--- src/rtl/lifua_pkg.sv ---
package lifua_pkg;

    // unit pool size and derived widths
    localparam int MAX_UNITS  = 16;
    localparam int UNIT_IDX_W = (MAX_UNITS > 1) ? $clog2(MAX_UNITS) : 1;
    localparam int UNIT_NUM_W = 5;
    localparam int TIME_W     = 32;

    // configuration port
    localparam int CFG_ADDR_W = 3;
    localparam int CFG_DATA_W = 32;
    localparam logic [CFG_ADDR_W-1:0] ADDR_UNITS_IN_USE = 3'h0;

    // request and result payloads
    typedef struct packed {
        logic [TIME_W-1:0] arrival_time;
        logic [TIME_W-1:0] duration;
    } req_t;

    typedef struct packed {
        logic                  granted;
        logic [UNIT_NUM_W-1:0] unit_number;
    } res_t;

    // controller states
    typedef enum logic [1:0] {
        ST_IDLE,
        ST_CMP,
        ST_UPD
    } state_t;

    // controller to datapath
    typedef struct packed {
        logic load_req;
        logic compare;
        logic commit;
    } dp_cmd_t;

    // datapath to controller
    typedef struct packed {
        logic out_full;
    } dp_status_t;

endpackage

--- src/rtl/lowest_index_free_unit_allocator_unit.sv ---
// channel  | direction | handshake         | payload
// ---------+-----------+-------------------+-------------------------------
// s_       | in        | s_valid / s_ready | req_t: arrival_time, duration
// m_       | out       | m_valid / m_ready | res_t: granted, unit_number
// apb      | in        | psel / penable    | units_in_use at byte address 0
//
// one request at a time: capture, a compare of all units, then the
// lowest-index pick and busy-until write, set by the controller sequence
// a result may wait in the output register while the next request is taken
// an upd step stalls only while the output register is still full
// synchronous active-low reset: all units free, units_in_use = 16
module lowest_index_free_unit_allocator_unit
    import lifua_pkg::*;
(
    input  logic                  aclk,
    input  logic                  aresetn,
    input  logic                  s_valid,
    output logic                  s_ready,
    input  req_t                  s_payload,
    output logic                  m_valid,
    input  logic                  m_ready,
    output res_t                  m_payload,
    input  logic                  psel,
    input  logic                  penable,
    input  logic                  pwrite,
    input  logic [CFG_ADDR_W-1:0] paddr,
    input  logic [CFG_DATA_W-1:0] pwdata,
    output logic [CFG_DATA_W-1:0] prdata,
    output logic                  pready
);

    logic [UNIT_NUM_W-1:0] units_reg;
    logic                  units_sel;
    dp_cmd_t               cmd;
    dp_status_t            status;

    // configuration register
    assign pready    = 1'b1;
    assign units_sel = (paddr[CFG_ADDR_W-1:2] == ADDR_UNITS_IN_USE[CFG_ADDR_W-1:2]);

    always_ff @(posedge aclk) begin
        if (!aresetn) begin
            units_reg <= UNIT_NUM_W'(MAX_UNITS);
        end else if (psel && penable && pwrite && pready && units_sel) begin
            units_reg <= pwdata[UNIT_NUM_W-1:0];
        end
    end

    assign prdata = units_sel ? CFG_DATA_W'(units_reg) : '0;

    // controller
    lifua_ctrl u_ctrl (
        .aclk    (aclk),
        .aresetn (aresetn),
        .s_valid (s_valid),
        .s_ready (s_ready),
        .m_ready (m_ready),
        .status  (status),
        .cmd     (cmd)
    );

    // datapath
    lifua_dp u_dp (
        .aclk         (aclk),
        .aresetn      (aresetn),
        .cmd          (cmd),
        .status       (status),
        .s_payload    (s_payload),
        .units_in_use (units_reg),
        .m_ready      (m_ready),
        .m_valid      (m_valid),
        .m_payload    (m_payload)
    );

`ifndef SYNTHESIS
    // a grant names a real, enabled unit
    a_grant_unit: assert property (@(posedge aclk) disable iff (!aresetn)
        (m_valid && m_payload.granted) |->
            (m_payload.unit_number != '0) && (m_payload.unit_number <= units_reg))
        else $error("grant to a unit outside the enabled range");

    // a dropped request reports unit zero
    a_drop_zero: assert property (@(posedge aclk) disable iff (!aresetn)
        (m_valid && !m_payload.granted) |-> (m_payload.unit_number == '0))
        else $error("dropped request with non-zero unit number");

    // one request in flight at a time
    a_one_in_flight: assert property (@(posedge aclk) disable iff (!aresetn)
        (s_valid && s_ready) |=> !s_ready)
        else $error("request taken while another is in flight");

    // a new result is loaded only into a free or draining output register
    a_no_overwrite: assert property (@(posedge aclk) disable iff (!aresetn)
        (m_valid && !m_ready) |=> (m_valid && $stable(m_payload)))
        else $error("pending result overwritten or lost");
`endif

endmodule

--- src/rtl/lifua_ctrl.sv ---
module lifua_ctrl
    import lifua_pkg::*;
(
    input  logic       aclk,
    input  logic       aresetn,
    input  logic       s_valid,
    output logic       s_ready,
    input  logic       m_ready,
    input  dp_status_t status,
    output dp_cmd_t    cmd
);

    state_t state_reg;
    state_t state_next;

    // state register
    always_ff @(posedge aclk) begin
        if (!aresetn) begin
            state_reg <= ST_IDLE;
        end else begin
            state_reg <= state_next;
        end
    end

    // next state and commands
    always_comb begin
        state_next   = state_reg;
        s_ready      = 1'b0;
        cmd.load_req = 1'b0;
        cmd.compare  = 1'b0;
        cmd.commit   = 1'b0;
        case (state_reg)
            ST_IDLE: begin
                s_ready = 1'b1;
                if (s_valid) begin
                    cmd.load_req = 1'b1;
                    state_next   = ST_CMP;
                end
            end
            ST_CMP: begin
                cmd.compare = 1'b1;
                state_next  = ST_UPD;
            end
            ST_UPD: begin
                // wait until the output register is free or being emptied
                if (!status.out_full || m_ready) begin
                    cmd.commit = 1'b1;
                    state_next = ST_IDLE;
                end
            end
            default: begin
                state_next = ST_IDLE;
            end
        endcase
    end

endmodule

--- src/rtl/lifua_dp.sv ---
module lifua_dp
    import lifua_pkg::*;
(
    input  logic                  aclk,
    input  logic                  aresetn,
    input  dp_cmd_t               cmd,
    output dp_status_t            status,
    input  req_t                  s_payload,
    input  logic [UNIT_NUM_W-1:0] units_in_use,
    input  logic                  m_ready,
    output logic                  m_valid,
    output res_t                  m_payload
);

    req_t                  req_reg;
    logic [MAX_UNITS-1:0]  hit_reg;
    logic [TIME_W-1:0]     end_reg;
    logic [TIME_W-1:0]     busy_reg [MAX_UNITS];
    logic                  out_valid_reg;
    res_t                  out_reg;

    logic [MAX_UNITS-1:0]  hit_next;
    logic [TIME_W:0]       sum;
    logic [TIME_W-1:0]     end_next;
    logic                  any_hit;
    logic [UNIT_IDX_W-1:0] pick_idx;
    res_t                  res_next;

    // request capture
    always_ff @(posedge aclk) begin
        if (cmd.load_req) begin
            req_reg <= s_payload;
        end
    end

    // free and enabled compare per unit, saturating end time
    always_comb begin
        for (int k = 0; k < MAX_UNITS; k++) begin
            hit_next[k] = (UNIT_NUM_W'(k) < units_in_use) &&
                          (busy_reg[k] <= req_reg.arrival_time);
        end
        sum      = {1'b0, req_reg.arrival_time} + {1'b0, req_reg.duration};
        end_next = sum[TIME_W] ? {TIME_W{1'b1}} : sum[TIME_W-1:0];
    end

    always_ff @(posedge aclk) begin
        if (cmd.compare) begin
            hit_reg <= hit_next;
            end_reg <= end_next;
        end
    end

    // lowest index wins
    always_comb begin
        any_hit  = |hit_reg;
        pick_idx = '0;
        for (int k = MAX_UNITS - 1; k >= 0; k--) begin
            if (hit_reg[k]) begin
                pick_idx = UNIT_IDX_W'(k);
            end
        end
        res_next.granted     = any_hit;
        res_next.unit_number = any_hit ?
                               (UNIT_NUM_W'(pick_idx) + UNIT_NUM_W'(1)) : '0;
    end

    // busy-until table
    always_ff @(posedge aclk) begin
        if (!aresetn) begin
            for (int k = 0; k < MAX_UNITS; k++) begin
                busy_reg[k] <= '0;
            end
        end else if (cmd.commit && any_hit) begin
            busy_reg[pick_idx] <= end_reg;
        end
    end

    // output register
    always_ff @(posedge aclk) begin
        if (!aresetn) begin
            out_valid_reg <= 1'b0;
        end else if (cmd.commit) begin
            out_valid_reg <= 1'b1;
        end else if (m_ready) begin
            out_valid_reg <= 1'b0;
        end
    end

    always_ff @(posedge aclk) begin
        if (cmd.commit) begin
            out_reg <= res_next;
        end
    end

    assign status.out_full = out_valid_reg;
    assign m_valid         = out_valid_reg;
    assign m_payload       = out_reg;

endmodule
--- config.mk ---
export PLATFORM = sky130hd
export DESIGN_NAME = lowest_index_free_unit_allocator_unit
export DESIGN_NICKNAME = d
export VERILOG_FILES = /design/src/rtl/lifua_pkg.sv /design/src/rtl/lowest_index_free_unit_allocator_unit.sv /design/src/rtl/lifua_ctrl.sv /design/src/rtl/lifua_dp.sv
export SDC_FILE = /design/constraint.sdc
export NUM_CORES = 2
export LEC_CHECK = 0
export BUFFER_PORTS_ARGS = -buffer_cell sky130_fd_sc_hd__buf_2
export CORE_UTILIZATION = 30
export DETAILED_ROUTE_END_ITERATION = 7
export PLACE_DENSITY = 0.49
export SLEW_MARGIN = 0
export SYNTH_ARGS = -nofsm -noshare
export SYNTH_HDL_FRONTEND = slang
export SYNTH_SLANG_ARGS = --single-unit
--- constraint.sdc ---
create_clock -name aclk -period 4.5 [get_ports aclk]
set_input_delay 0.675 -clock aclk [delete_from_list [all_inputs] [get_ports aclk]]
set_output_delay 0.675 -clock aclk [all_outputs]
set_load 0.005 [all_outputs]
==> results.json <==
{
  "outcome": "completed",
  "cts_buffer_depth": 3,
  "postRouteAntennaNets": 0,
  "fill_cells": 12007,
  "hold_viol_final": 0,
  "grt_first_pass_wirelength_um": 161000,
  "synth_area_leaders": "edfxtp_1, ha_1, and3_1, a21o_1, a21oi_1",
  "place.gp.congestion": 0.827,
  "post_cts_buffers": 0,
  "async_flop_share": 0,
  "intPower_w": 0.0108,
  "wl_met2_um": 51800,
  "drt_iter0_markers": 1674,
  "grt_pass1_vias": 23922,
  "io_buffers": 89,
  "seqPwrFrac": 0.480,
  "p_leak_nw": 18.9,
  "rsz0062_at_grt": "false",
  "finalMaxSlewViolations": 0,
  "grtUsageTotal": 0.175,
  "h-tree-depth": 3,
  "cts.sinks": 638,
  "path_cells": "nor2b_1 -> o21bai_1 -> a21oi_1 -> o21bai_1 -> a221oi_1 -> o21ai_0 -> a21oi_1 -> ha_4 -> a21bo_2 -> buf_12",
  "finalCriticalPeriod_ns": 3.46,
  "insertion_delay_ns": 0.63,
  "layout_commonest_cell": "edfxtp_1",
  "final_cell_mix": "edfxtp_1, ha_1, and3_1, a21oi_1, a21o_1",
  "hpwl_um": 77100,
  "yosysSeqAreaShare": 0.518,
  "critPathMaxFanout": 28,
  "syn_inst": 3047,
  "worstPathArrival_ns": 3.78,
  "setup_viol": 0,
  "fp.dieW_um": 352,
  "pwr-share-comb": 0.119,
  "cp_slowest_cell": "a221oi_1",
  "first_pass_iters": 7,
  "start_util": 0.302,
  "synth_cell_types": 72,
  "avgSynthCellArea_um2": 12.1,
  "overflow": 0,
  "cp-start-kind": "register",
  "drc_errors": 0,
  "cts_hold_buffers": 0,
  "yosysTopAreaCell": "edfxtp_1",
  "dieHeight_um": 352,
  "ys.flop_type": "edfxtp_1",
  "yosysWarnings": 0,
  "vias": 24786,
  "clock_skew_ns": 0.0215,
  "design.core.area_um2": 122000,
  "layoutNonFillerInstCount": 4847,
  "powerDensity_nw_per_um2": 349,
  "p_switching_w": 0.00379,
  "area_growth_syn_to_layout_pct": 13.7,
  "crit_required_ns": 4.82,
  "max_freq_mhz": 289,
  "io_pins": 147,
  "nNetsFinal": 3825,
  "met1_length_um": 49400,
  "vias_per_cell": 5.11,
  "grt_max_degree": 81,
  "final_core_util": 0.344,
  "yosys.area.top_type_share": 0.513,
  "hold_class": "input pin to register",
  "antenna_found_initial": 8,
  "tns_ns": 0,
  "route.met3.wl_um": 5340,
  "clkPwrFrac": 0.401,
  "slew_headroom": 0.269,
  "placed_cells_incl_taps": 4722,
  "highest_layer": "met4",
  "cts_made_buffers": 73,
  "setup_slack_ns": 1.04,
  "place_ws_ns": 0.941,
  "power_w": 0.0146,
  "max_cap_violations": 0,
  "drive_above_1_share": 0.104,
  "cts_tree": "done",
  "cts.clk_slew.worst_paths_ns": 0.06,
  "cts_root_buffer": "clkbuf_16",
  "post_cts_resized": 0,
  "syn-cell-area_um2": 36800,
  "finalCritPeriodShare": 0.768,
  "tightestPinTransition_ns": 1.07,
  "wl_per_cell_um": 22.8,
  "crit_path_end_kind": "register",
  "synth-edff-count": 630,
  "rows": 128,
  "drt_wl_total_um": 110000,
  "slowest_delay_ns": 0.59,
  "peakVddDrop_v": 0.000280,
  "crit_type": "register to register",
  "swShare": 0.260,
  "die_area_um2": 124000,
  "ys_seq_elements": 638,
  "largest_reg_flops": 512
}
per-stage QoR:
stage                     hold slack (ns)  area (um^2)
after floorplan                     0.510        36900
after global placement              0.522        39600
after detailed placement            0.520        39600
after CTS                           0.182        41900
after global routing                0.207        41900
final                               0.224        41900
path summary, 6_finish.rpt:
kind,start,endpoint,slack [ns],depth (start not counted)
max,u_dp.hit_reg[14],u_dp.busy_reg[9][28],1.04,10
max reg2reg,u_dp.hit_reg[14],u_dp.busy_reg[9][28],1.04,10
min,s_payload[24],u_dp.req_reg[24],0.22,1
min reg2reg,u_dp.m_valid,u_dp.m_valid,0.54,2
layout make-up:
| cell class | instances | area (um^2) | area share |
|---|---|---|---|
| Sequential cell | 638 | 19100 | 0.456 |
| Multi-Input combinational cell | 2193 | 16900 | 0.403 |
| Clock buffer | 94 | 2050 | 0.0490 |
| Tap cell | 1625 | 2030 | 0.0485 |
| Timing Repair Buffer | 199 | 1350 | 0.0321 |
| Inverter | 67 | 251 | 0.00601 |
| Clock inverter | 30 | 220 | 0.00526 |
| Antenna cell | 1 | 2.50 | 0.0000598 |
synthesized netlist by cell type (all sizes together), types with 19 or more instances:
library cell	number
o211ai	25
nand4	97
ha	546
inv	67
a21o	129
edfxtp	630
o21ai	109
nor2b	58
a21oi	166
nor2	78
and3	431
nand2b	19
buf	37
nand2	114
nand3	40
clkbuf	138
o21a	35
nor3	31
and2	99
kinds of logic after synthesis:
family          synth area share
compound gates             0.102
mux                      0.00302
flops                      0.518
simple gates               0.157
xor+xnor                 0.00499
fa+ha+maj                  0.186
other cells             0.000204
buf+inv                   0.0287
critical path: cells and delay by family, from the launching register on:
kind / cells / cell delay (ns)
AOI/OAI and AO/OA: 7 / 1.97
adders and majority gates: 1 / 0.42
DFF: 1 / 0.38
buffers and inverters: 1 / 0.23
and+or+nand+nor: 1 / 0.12
per-layer routing:
layer,vias to the layer above,track usage
li1,11941,-
met1,12171,0.230
met2,554,0.291
met3,120,0.0252
met4,0,0.0655
met5,-,0
power groups by stage:
stage	sequential [W]	combinational [W]	clock, W
after floorplan	0.00699	0.00116	0
after global placement	0.00714	0.00172	0
after detailed placement	0.00714	0.00173	0
after CTS	0.00702	0.00175	0.00599
after global routing	0.00703	0.00195	0.00620
final	0.00701	0.00173	0.00586
Power figures use the tool's default switching activity.
